**src/rtl/annulus_radial_penalty_sum_macros.svh**
```systemverilog
// Assertion macros for the annulus radial penalty sum block.
// Used by the top level only; expects clk and rst_n in scope.
`ifndef ANNULUS_RADIAL_PENALTY_SUM_MACROS_SVH
`define ANNULUS_RADIAL_PENALTY_SUM_MACROS_SVH

// Checked only while out of reset.
`define ARPS_ASSERT(lbl, prop, msg) \
  lbl: assert property (@(posedge clk) disable iff (!rst_n) prop) else $error(msg);

// Checked at every edge, reset included.
`define ARPS_ASSERT_ALWAYS(lbl, prop, msg) \
  lbl: assert property (@(posedge clk) prop) else $error(msg);

`endif

```
**src/rtl/arps_pkg.sv**
```systemverilog
// Package for the annulus radial penalty sum block: widths, register
// indexes and the control types of the shared iterative unit. No dependencies.
`default_nettype none

package arps_pkg;

  localparam int CoordW   = 24;
  localparam int RadW     = 24;
  localparam int SqW      = 2 * RadW;
  localparam int AccW     = 64;
  localparam int ScaleW   = 8;
  localparam int DvdW     = AccW + ScaleW;
  localparam int RemW     = RadW + 2;
  localparam int CntW     = 7;
  localparam int CfgIdxW  = 2;

  localparam int SqrtSteps = RadW;
  localparam int DivSteps  = DvdW;

  localparam logic [CfgIdxW-1:0] CFG_INNER = 2'd0;
  localparam logic [CfgIdxW-1:0] CFG_OUTER = 2'd1;
  localparam logic [CfgIdxW-1:0] CFG_SIGMA = 2'd2;

  localparam logic [RadW-1:0] INNER_RST = '0;
  localparam logic [RadW-1:0] OUTER_RST = '1;
  localparam logic [RadW-1:0] SIGMA_RST = RadW'(256);

  localparam logic [AccW-1:0] ACC_SAT = '1;

  typedef enum logic {
    ITER_SQRT,
    ITER_DIV
  } iter_mode_t;

  typedef struct packed {
    logic       start;
    iter_mode_t mode;
  } iter_ctl_t;

  typedef struct packed {
    logic busy;
    logic done;
  } iter_sts_t;

endpackage

`default_nettype wire

```
**src/rtl/arps_if.sv**
```systemverilog
// Valid/ready channel interfaces for the particle words and the score words.
// Depends on arps_pkg for the field widths.
`default_nettype none

interface arps_in_if;
  import arps_pkg::*;

  logic                     valid;
  logic                     ready;
  logic signed [CoordW-1:0] x_coord;
  logic signed [CoordW-1:0] y_coord;
  logic                     last_particle;

  modport source (output valid, x_coord, y_coord, last_particle, input ready);
  modport sink   (input valid, x_coord, y_coord, last_particle, output ready);
endinterface

interface arps_out_if;
  import arps_pkg::*;

  logic            valid;
  logic            ready;
  logic [AccW-1:0] score;
  logic            saturated;

  modport source (output valid, score, saturated, input ready);
  modport sink   (input valid, score, saturated, output ready);
endinterface

`default_nettype wire

```
**src/rtl/arps_sq.sv**
```systemverilog
// Registered 24-bit squarer shared by the coordinate and penalty squares.
// Depends on arps_pkg.
`default_nettype none

module arps_sq (
  input  wire logic                     clk,
  input  wire logic [arps_pkg::RadW-1:0] op,
  output logic      [arps_pkg::SqW-1:0]  sq
);
  import arps_pkg::*;

  logic [SqW-1:0] sq_r;

  always_ff @(posedge clk) begin
    sq_r <= SqW'(op) * SqW'(op);
  end

  assign sq = sq_r;

endmodule

`default_nettype wire

```
**src/rtl/arps_iter.sv**
```systemverilog
// Shared compare-subtract unit run as a restoring square root (one root bit
// per cycle) or a restoring divide (one quotient bit per cycle). Uses arps_pkg.
`default_nettype none

module arps_iter (
  input  wire logic                       clk,
  input  wire logic                       rst_n,
  input  wire arps_pkg::iter_ctl_t        ctl,
  input  wire logic [arps_pkg::DvdW-1:0]  opnd,
  input  wire logic [arps_pkg::RadW-1:0]  divisor,
  output arps_pkg::iter_sts_t             sts,
  output logic      [arps_pkg::DvdW-1:0]  quot,
  output logic      [arps_pkg::RadW-1:0]  root
);
  import arps_pkg::*;

  logic             busy_r;
  logic             done_r;
  iter_mode_t       mode_r;
  logic [CntW-1:0]  cnt_r;
  logic [DvdW-1:0]  sh_r;
  logic [RemW-1:0]  rem_r;
  logic [RadW-1:0]  root_r;
  logic [RadW-1:0]  dvs_r;

  logic [RemW-1:0]  cand;
  logic [RemW-1:0]  trial;
  logic [RemW-1:0]  diff;
  logic             borrow;
  logic             ge;
  logic [RemW-1:0]  rem_nxt;

  always_comb begin
    if (mode_r == ITER_SQRT) begin
      cand  = {rem_r[RemW-3:0], sh_r[DvdW-1 -: 2]};
      trial = {root_r, 2'b01};
    end else begin
      cand  = {rem_r[RemW-2:0], sh_r[DvdW-1]};
      trial = {2'b00, dvs_r};
    end
    {borrow, diff} = {1'b0, cand} - {1'b0, trial};
    ge      = !borrow;
    rem_nxt = ge ? diff : cand;
  end

  always_ff @(posedge clk) begin
    if (!rst_n) begin
      busy_r <= 1'b0;
      done_r <= 1'b0;
      mode_r <= ITER_SQRT;
      cnt_r  <= '0;
    end else begin
      if (ctl.start) begin
        busy_r <= 1'b1;
        done_r <= 1'b0;
        mode_r <= ctl.mode;
        cnt_r  <= (ctl.mode == ITER_SQRT) ? CntW'(SqrtSteps - 1) : CntW'(DivSteps - 1);
      end else if (busy_r) begin
        cnt_r  <= cnt_r - 1'b1;
        done_r <= (cnt_r == '0);
        if (cnt_r == '0) begin
          busy_r <= 1'b0;
        end
      end else begin
        done_r <= 1'b0;
      end
    end
  end

  always_ff @(posedge clk) begin
    if (ctl.start) begin
      sh_r   <= opnd;
      rem_r  <= '0;
      root_r <= '0;
      dvs_r  <= divisor;
    end else if (busy_r) begin
      rem_r <= rem_nxt;
      if (mode_r == ITER_SQRT) begin
        sh_r   <= {sh_r[DvdW-3:0], 2'b00};
        root_r <= {root_r[RadW-2:0], ge};
      end else begin
        sh_r <= {sh_r[DvdW-2:0], ge};
      end
    end
  end

  assign sts.busy = busy_r;
  assign sts.done = done_r;
  assign quot     = sh_r;
  assign root     = root_r;

endmodule

`default_nettype wire

```
**src/rtl/annulus_radial_penalty_sum.sv**
```systemverilog
// Channel    Dir  Fields                               Handshake
// in_ch      in   x_coord, y_coord, last_particle      valid/ready
// out_ch     out  score, saturated                     valid/ready
// cfg_*      in   cfg_idx, cfg_wdata                   cfg_we, no wait
//
// Particle words are accepted only in the idle state; the 24-step square root on
// the shared compare-subtract unit takes most of the time from one acceptance to the next.
// A last word also waits for the 72-step divide and the score hand-off.
// Reset is synchronous and active low; there is no clearing pass.
// A pending score word does not block new particles, only the next score.
`default_nettype none

`include "annulus_radial_penalty_sum_macros.svh"

module annulus_radial_penalty_sum (
  input  wire logic                          clk,
  input  wire logic                          rst_n,
  arps_in_if.sink                            in_ch,
  arps_out_if.source                         out_ch,
  input  wire logic                          cfg_we,
  input  wire logic [arps_pkg::CfgIdxW-1:0]  cfg_idx,
  input  wire logic [arps_pkg::RadW-1:0]     cfg_wdata
);
  import arps_pkg::*;

  typedef enum logic [3:0] {
    ST_IDLE,
    ST_SQX,
    ST_SQY,
    ST_RSTART,
    ST_ROOT,
    ST_PEN,
    ST_SQD,
    ST_ACC,
    ST_DSTART,
    ST_DIV,
    ST_FIN
  } state_t;

  state_t           state_r;
  logic [RadW-1:0]  inner_r;
  logic [RadW-1:0]  outer_r;
  logic [RadW-1:0]  sigma_r;
  logic [RadW-1:0]  ax_r;
  logic [RadW-1:0]  ay_r;
  logic             last_r;
  logic [SqW-1:0]   sq_r;
  logic [RadW-1:0]  diff_r;
  logic [AccW-1:0]  acc_r;
  logic             ovf_r;
  logic             out_vld_r;
  logic [AccW-1:0]  score_r;
  logic             sat_r;

  logic [RadW-1:0]  sq_op;
  logic [SqW-1:0]   sq_out;
  iter_ctl_t        ictl;
  iter_sts_t        ists;
  logic [DvdW-1:0]  iopnd;
  logic [RadW-1:0]  divisor;
  logic [DvdW-1:0]  quot;
  logic [RadW-1:0]  root;
  logic [AccW:0]    acc_sum;
  logic             q_big;
  logic             fin_go;
  logic [RadW-1:0]  pen_diff;

  always_comb begin
    unique case (state_r)
      ST_SQX:  sq_op = ax_r;
      ST_SQY:  sq_op = ay_r;
      default: sq_op = diff_r;
    endcase
  end

  arps_sq u_sq (
    .clk (clk),
    .op  (sq_op),
    .sq  (sq_out)
  );

  assign divisor    = (sigma_r == '0) ? RadW'(1) : sigma_r;
  assign ictl.start = (state_r == ST_RSTART) || (state_r == ST_DSTART);
  assign ictl.mode  = (state_r == ST_DSTART) ? ITER_DIV : ITER_SQRT;
  assign iopnd      = (state_r == ST_DSTART) ? {acc_r, ScaleW'(0)}
                                             : {sq_r + sq_out, RadW'(0)};

  arps_iter u_iter (
    .clk     (clk),
    .rst_n   (rst_n),
    .ctl     (ictl),
    .opnd    (iopnd),
    .divisor (divisor),
    .sts     (ists),
    .quot    (quot),
    .root    (root)
  );

  always_comb begin
    priority if (root < inner_r) begin
      pen_diff = inner_r - root;
    end else if (root > outer_r) begin
      pen_diff = root - outer_r;
    end else begin
      pen_diff = '0;
    end
  end

  assign acc_sum = {1'b0, acc_r} + {{(AccW + 1 - SqW){1'b0}}, sq_out};
  assign q_big   = |quot[DvdW-1:AccW];
  assign fin_go  = (state_r == ST_FIN) && (!out_vld_r || out_ch.ready);

  always_ff @(posedge clk) begin
    if (!rst_n) begin
      state_r   <= ST_IDLE;
      inner_r   <= INNER_RST;
      outer_r   <= OUTER_RST;
      sigma_r   <= SIGMA_RST;
      acc_r     <= '0;
      ovf_r     <= 1'b0;
      out_vld_r <= 1'b0;
    end else begin
      if (cfg_we) begin
        unique case (cfg_idx)
          CFG_INNER: inner_r <= cfg_wdata;
          CFG_OUTER: outer_r <= cfg_wdata;
          CFG_SIGMA: sigma_r <= cfg_wdata;
          default:   ;
        endcase
      end

      if (out_vld_r && out_ch.ready && !fin_go) begin
        out_vld_r <= 1'b0;
      end

      unique case (state_r)
        ST_IDLE: begin
          if (in_ch.valid) begin
            ax_r    <= in_ch.x_coord[CoordW-1] ? RadW'(-in_ch.x_coord) : RadW'(in_ch.x_coord);
            ay_r    <= in_ch.y_coord[CoordW-1] ? RadW'(-in_ch.y_coord) : RadW'(in_ch.y_coord);
            last_r  <= in_ch.last_particle;
            state_r <= ST_SQX;
          end
        end
        ST_SQX:    state_r <= ST_SQY;
        ST_SQY: begin
          sq_r    <= sq_out;
          state_r <= ST_RSTART;
        end
        ST_RSTART: state_r <= ST_ROOT;
        ST_ROOT: begin
          if (ists.done) begin
            state_r <= ST_PEN;
          end
        end
        ST_PEN: begin
          diff_r  <= pen_diff;
          state_r <= ST_SQD;
        end
        ST_SQD:    state_r <= ST_ACC;
        ST_ACC: begin
          if (acc_sum[AccW]) begin
            acc_r <= ACC_SAT;
            ovf_r <= 1'b1;
          end else begin
            acc_r <= acc_sum[AccW-1:0];
          end
          state_r <= last_r ? ST_DSTART : ST_IDLE;
        end
        ST_DSTART: state_r <= ST_DIV;
        ST_DIV: begin
          if (ists.done) begin
            state_r <= ST_FIN;
          end
        end
        ST_FIN: begin
          if (fin_go) begin
            score_r   <= q_big ? ACC_SAT : quot[AccW-1:0];
            sat_r     <= ovf_r || q_big;
            out_vld_r <= 1'b1;
            acc_r     <= '0;
            ovf_r     <= 1'b0;
            state_r   <= ST_IDLE;
          end
        end
        default:   state_r <= ST_IDLE;
      endcase
    end
  end

  assign in_ch.ready      = (state_r == ST_IDLE);
  assign out_ch.valid     = out_vld_r;
  assign out_ch.score     = score_r;
  assign out_ch.saturated = sat_r;

  `ARPS_ASSERT(a_iter_owned, ists.busy |-> (state_r == ST_ROOT || state_r == ST_DIV), "iterative unit busy outside a wait state")
  `ARPS_ASSERT(a_ovf_pins_sum, ovf_r |-> (acc_r == ACC_SAT), "overflow flag set but sum not pinned")
  `ARPS_ASSERT(a_fin_clears, fin_go |=> (out_vld_r && acc_r == '0 && !ovf_r), "score hand-off did not clear the sum")
  `ARPS_ASSERT_ALWAYS(a_reset_idle, !rst_n |=> (!out_vld_r && state_r == ST_IDLE), "reset left the block busy")

endmodule

`default_nettype wire

```
**src/flat_wrapper.sv**
```systemverilog
// flat-port wrapper written by rule: the top's interface ports become plain ports
module annulus_radial_penalty_sum_flat import arps_pkg::*;
  (clk, rst_n, cfg_we, cfg_idx, cfg_wdata, in_ch_valid, in_ch_x_coord, in_ch_y_coord, in_ch_last_particle, in_ch_ready, out_ch_valid, out_ch_score, out_ch_saturated, out_ch_ready);
  arps_in_if in_ch_i ();
  arps_out_if out_ch_i ();
  input  wire logic clk;
  input  wire logic rst_n;
  input  wire logic cfg_we;
  input  wire logic [arps_pkg::CfgIdxW-1:0] cfg_idx;
  input  wire logic [arps_pkg::RadW-1:0] cfg_wdata;
  input wire logic [$bits(in_ch_i.valid)-1:0] in_ch_valid;
  input wire logic [$bits(in_ch_i.x_coord)-1:0] in_ch_x_coord;
  input wire logic [$bits(in_ch_i.y_coord)-1:0] in_ch_y_coord;
  input wire logic [$bits(in_ch_i.last_particle)-1:0] in_ch_last_particle;
  output wire logic [$bits(in_ch_i.ready)-1:0] in_ch_ready;
  output wire logic [$bits(out_ch_i.valid)-1:0] out_ch_valid;
  output wire logic [$bits(out_ch_i.score)-1:0] out_ch_score;
  output wire logic [$bits(out_ch_i.saturated)-1:0] out_ch_saturated;
  input wire logic [$bits(out_ch_i.ready)-1:0] out_ch_ready;
  assign in_ch_i.valid = in_ch_valid;
  assign in_ch_i.x_coord = in_ch_x_coord;
  assign in_ch_i.y_coord = in_ch_y_coord;
  assign in_ch_i.last_particle = in_ch_last_particle;
  assign in_ch_ready = in_ch_i.ready;
  assign out_ch_valid = out_ch_i.valid;
  assign out_ch_score = out_ch_i.score;
  assign out_ch_saturated = out_ch_i.saturated;
  assign out_ch_i.ready = out_ch_ready;
  annulus_radial_penalty_sum u_core (.clk(clk), .rst_n(rst_n), .in_ch(in_ch_i), .out_ch(out_ch_i), .cfg_we(cfg_we), .cfg_idx(cfg_idx), .cfg_wdata(cfg_wdata));
endmodule
```
**config.mk**
```make
export PLATFORM = sky130hd
export DESIGN_NAME = annulus_radial_penalty_sum_flat
export DESIGN_NICKNAME = d
export VERILOG_FILES = /design/src/rtl/arps_pkg.sv /design/src/rtl/arps_if.sv /design/src/rtl/arps_sq.sv /design/src/rtl/arps_iter.sv /design/src/rtl/annulus_radial_penalty_sum.sv /design/src/flat_wrapper.sv
export VERILOG_INCLUDE_DIRS = /design/src /design/src/rtl
export SDC_FILE = /design/constraint.sdc
export NUM_CORES = 2
export LEC_CHECK = 0
export BUFFER_PORTS_ARGS = -buffer_cell sky130_fd_sc_hd__clkbuf_2
export CAP_MARGIN = 15
export CORE_AREA = 2 2 375 377
export CTS_BUF_LIST = sky130_fd_sc_hd__clkbuf_4 sky130_fd_sc_hd__clkbuf_8
export CTS_CLUSTER_SIZE = 14
export DETAILED_ROUTE_END_ITERATION = 10
export DIE_AREA = 0 0 377 379
export PLACE_DENSITY = 0.49
export SYNTH_ARGS = -nofsm -noshare
export SYNTH_HDL_FRONTEND = slang
export SYNTH_HIERARCHICAL = 1
export SYNTH_SLANG_ARGS = --single-unit
```
**constraint.sdc**
```tcl
create_clock -name clk -period 23.8 [get_ports clk]
set_input_delay 4.76 -clock clk [delete_from_list [all_inputs] [get_ports clk]]
set_output_delay 4.76 -clock clk [all_outputs]
set_load 0.02 [all_outputs]
```
# ---- After elaboration in Yosys (flattened, before gate mapping)
# Cells that the tools add are included.
dict set report word_totals {
  reg_bits 531
  inputBits 80
  elab_cells 118
}
dict set report classes {
  add_sub_neg 8
  multipliers 1
  magnitude_cmp 2
  eq_ne 17
  n_mux 34
  n_bitwise 3
  reduce_logical 28
}
# cell count
set ops {}
lappend ops {{$mux 72} 4}
lappend ops {{$mux 64} 2}
lappend ops {{$pmux 64 s2} 1}
lappend ops {{$add 64x48->65} 1}
lappend ops {{$mux 26} 2}
lappend ops {{$add 48x48->48} 1}
lappend ops {{$mul 24x24->48} 1}
lappend ops {{$mux 24} 2}
lappend ops {{$neg 24->24} 2}
lappend ops {{$pmux 24 s2} 1}
lappend ops {{$sub 24x24->24} 2}
lappend ops {{$mux 23} 2}
lappend ops {{$pmux 4 s11} 1}
lappend ops {{$sub 26x26->27} 1}
lappend ops {{$mux 25} 1}
lappend ops {{$gt 24x24->1} 1}
lappend ops {{$logic_not 24->1} 1}
lappend ops {{$lt 24x24->1} 1}
lappend ops {{$mux 7} 3}
lappend ops {{$mux 4} 5}
lappend ops {{$eq 4x3->1 const B} 4}
lappend ops {{$reduce_and 2->1} 7}
lappend ops {{$eq 4x4->1 const B} 3}
lappend ops {{$mux 1} 9}
lappend ops {{20 further kinds} 35}

# ---- Depth between registers and ports, before layout
dict set report depth {
  depth_word 8
  depth_mapped 35
}

# ---- Modules after synthesis
# The synthesis kept the hierarchy.
# mod n_inst cells_each area_each_um2 seq_area_each_um2
set modules_own_cells {}
lappend modules_own_cells {annulus_radial_penalty_sum 1 2568 22212.6 8428.1}
lappend modules_own_cells {arps_sq 1 1888 17322.9 940.9}
lappend modules_own_cells {arps_iter 1 862 8657.1 4063.9}

# ---- Worst setup path before layout
# Ideal clock, no wire load.
dict set report synth_timing {
  path_type {input to register}
  start {in rst_n}
  end {reg u_core.sat_r (netlist: u_core/out_ch.saturated), enable pin}
  setup_time_ns 0.489
  arrival_time_ns 8.251
  t_required_ns 23.311
  slack_ns 15.061
  path_stages 5
  path_buffers 3
  path_cell_list {clkbuf_1 -> clkinv_1 -> clkbuf_1 -> clkbuf_1 -> nor2_1}
}
dict set report synth_between {
  elab_chain_cells 1
}
# item line_no
set synth_rtl {}
lappend synth_rtl {{from (decl)} flat_wrapper.sv:7} ;# input wire logic rst_n;
lappend synth_rtl {{$reduce_and 3->1 (no source line)} --}
lappend synth_rtl {{to (signal assigned)} annulus_radial_penalty_sum.sv:179} ;# sat_r <= ovf_r || q_big;
lappend synth_rtl {{to (decl)} annulus_radial_penalty_sum.sv:53} ;# logic sat_r;
# No other way between the ends.
# A chain may end at the register's enable or synchronous reset.

# ---- Final worst setup path
dict set report layout_timing {
  start {reg u_core.state_r[0]}
  end {reg u_core.u_sq.sq_r[42] (netlist: u_core/u_sq/sq[42])}
}
dict set report layout_between {
  elab_chain_cells 3
}
# item line_no
set layout_rtl {}
lappend layout_rtl {{from (decl)} annulus_radial_penalty_sum.sv:40} ;# state_t state_r;
lappend layout_rtl {{from (signal assigned)} annulus_radial_penalty_sum.sv:168} ;# state_r <= last_r ? ST_DSTART : ST_IDLE;
lappend layout_rtl {{$eq 4x2->1 / $eq 4x1->1 (equally long branches)} annulus_radial_penalty_sum.sv:69} ;# unique case (state_r)
lappend layout_rtl {{$pmux 24 s2 (*)} annulus_radial_penalty_sum.sv:69}
lappend layout_rtl {{via u_core.sq_op[8]} annulus_radial_penalty_sum.sv:55} ;# logic [RadW-1:0] sq_op;
lappend layout_rtl {{$mul 24x24->48 (*)} arps_sq.sv:15} ;# sq_r <= SqW'(op) * SqW'(op);
lappend layout_rtl {{to (signal assigned)} arps_sq.sv:15}
lappend layout_rtl {{to (decl)} arps_sq.sv:12} ;# logic [SqW-1:0] sq_r;
# The timed path passes the listed nets; every way through them passes the cells marked *.

==> results.tsv <==
metric	value	unit
status	finished, final reports clean	
Yosys warnings	6	
Chip Width	377	um
Max Clock Freq	113.2	MHz
routability cong.	0.8939	
area delta synth->final	9.480	%
worst hold path class	flop to flop	
Slew Limit Fails	0	
WS Path Type	flop to flop	
Area after DPL	50580	um^2
final wirelength	135.5	mm
fillers	14290	
Worst Max-Slew Pin Slew	1.109	ns
Startpoint Class	flop	
final worst-path cycle share	37.10	%
DR iter-0 viols	2295	
Total GRT Usage	18.98	%
worst-skew pair later-pin latency	0.81	ns
worst rel slew slack	26.10	%
TritonCTS clock tree	done	
crit-path max FO	60	
Post-DP HPWL	103.2	mm
Worst Path Arrival	9.51	ns
Core ar.	138800	um^2
Layout Nets	6187	
Setup Buffers After CTS	0	
CTS root buffer	clkbuf_8	
final hold violation count	0	
Placement Rows	137	
cts hold-fix bufs	0	
fin crit period	8.830	ns
max cap viols	0	
initial core utilization	34.70	%
Mapped Area	48180	um^2
clk sinks	530	
htree depth	3	
Gate Count Post-Synth	5317	
number of global-route vias before repair	36770	
synthesized area per cell	9.062	um^2
Resize count post-CTS	0	
Crit. End Element	flop	
final core utilization	37.99	%
final setup TNS	0	ns
antenna violations before repair	3	
DR pass1 iterations	5	
CTS Buf Count	95	
skew final	0.06315	ns
RSZ-0062 raised after global routing	no	
Final setup viols	0	
Die Span Y	379	um
GRT Residual Overflow	0	
number of antenna-violating nets in the routed design	0	
DR vias	36840	
first-pass GRT wire length	214.5	mm
Design Area, Final	52750	um^2
share of cells above drive strength 1	10.20	%
die area	142900	um^2
clk slew on worst S/H paths	0.06	ns
DR DRC count	0	
Vias/cell	5.097	
io pins	147	
Worst EP required	24.48	ns
largest net degree at the start of global routing	114	
Max clock buf depth	3	
per-cell routed wire length	18.74	um
IO Port Bufs	146	
==> registers in the layout, indices dropped and copies added, names as in the netlist, 4 cells and up <==
signal               cells
u_core/out_ch.score     64
u_core/state_r           4
u_core/ax_r             24
u_core/u_iter/cnt_r      7
u_core/u_iter/rem_r     25
u_core/sq_r             48
u_core/u_iter/quot      72
u_core/inner_r          24
u_core/u_iter/root      24
u_core/u_sq/sq          47
u_core/acc_r            64
u_core/u_iter/dvs_r     24
u_core/sigma_r          24
u_core/outer_r          24
u_core/ay_r             24
u_core/diff_r           24
==> placed cells by master (no fill, tap or decap), types with 30 or more instances in the layout <==
cell type and n:
inv_1 697, nand2_1 618, fa_1 427, a21oi_1 389, ha_1 342, edfxtp_1 282, nor2_1 269, dfxtp_1 244
o21ai_0 205, xnor2_1 159, clkbuf_2 146, and2_1 145, mux2i_1 121, a21o_1 117, clkbuf_8 107, xor2_1 85
or2_2 72, nand2b_1 62, nand3_1 55, a211oi_1 53, buf_4 51, o22ai_1 50, o31ai_1 42, nor3_1 42
nand4_1 42, o211ai_1 42, clkbuf_4 38, o21bai_1 36, a311oi_1 30
==> worst paths after layout <==
path	slack, ns	end	start	cells past startpoint
worst max-delay path	14.97	u_core/u_sq/sq[42]	u_core/state_r[0]	27
worst min-delay path	0.46	u_core/u_iter/dvs_r[19]	u_core/sigma_r[19]	0
worst max register to register	14.97	u_core/u_sq/sq[42]	u_core/state_r[0]	27
worst min register to register	0.46	u_core/u_iter/dvs_r[19]	u_core/sigma_r[19]	0
==> per-layer routing <==
metal | track usage [%] | wire, um | vias up
li1 | - | - | 18050
met3 | 2.111 | 5697 | 134
met2 | 29.54 | 59960 | 779
met4 | 4.015 | 2132 | 0
met5 | 0 | 0 | -
met1 | 28.20 | 67710 | 17880
==> worst max-delay path: stages (launching register included) <==
cell	delay (ns)
dfxtp_4	0.72
buf_4	0.51
nor2_1	0.10
a21oi_1	0.13
o22ai_1	0.12
a21oi_4	0.76
inv_1	0.23
nor2_1	0.25
fa_1	0.50
ha_1	0.32
a21oi_1	0.23
fa_1	0.47
fa_1	0.51
inv_1	0.05
fa_1	0.50
fa_1	0.49
inv_1	0.05
fa_1	0.47
inv_1	0.04
ha_1	0.39
a21oi_1	0.21
o21ai_0	0.15
a21oi_1	0.25
o211ai_1	0.11
o22ai_1	0.38
o21ai_0	0.28
a41oi_1	0.30
xnor2_1	0.14
==> final cells by class <==
| type | instances | area (um^2) | area share, % |
|---|---|---|---|
| Tap cell | 1807 | 2261 | 4.286 |
| Clock inverter | 33 | 376.6 | 0.7139 |
| Inverter | 700 | 2629 | 4.983 |
| Clock buffer | 145 | 1758 | 3.332 |
| Multi-Input combinational cell | 3813 | 31140 | 59.02 |
| Antenna cell | 3 | 7.507 | 0.01423 |
| Timing Repair Buffer | 198 | 1141 | 2.163 |
| Sequential cell | 530 | 13440 | 25.48 |
==> stage by stage <==
stage          setup slack (ns)  cells  hold slack, ns
2_1_floorplan             15.06   5324          0.4287
3_3_place_gp              15.08   7047          0.4441
3_5_place_dp              14.93   7047          0.4483
4_1_cts                   14.91   7225          0.4587
5_1_grt                   14.41   7229          0.4850
6_report                  14.97   7229          0.4609
Power is left out: the tool's default activity adds up to more than one toggle a clock period on the data nets, which glitch-free logic cannot reach.
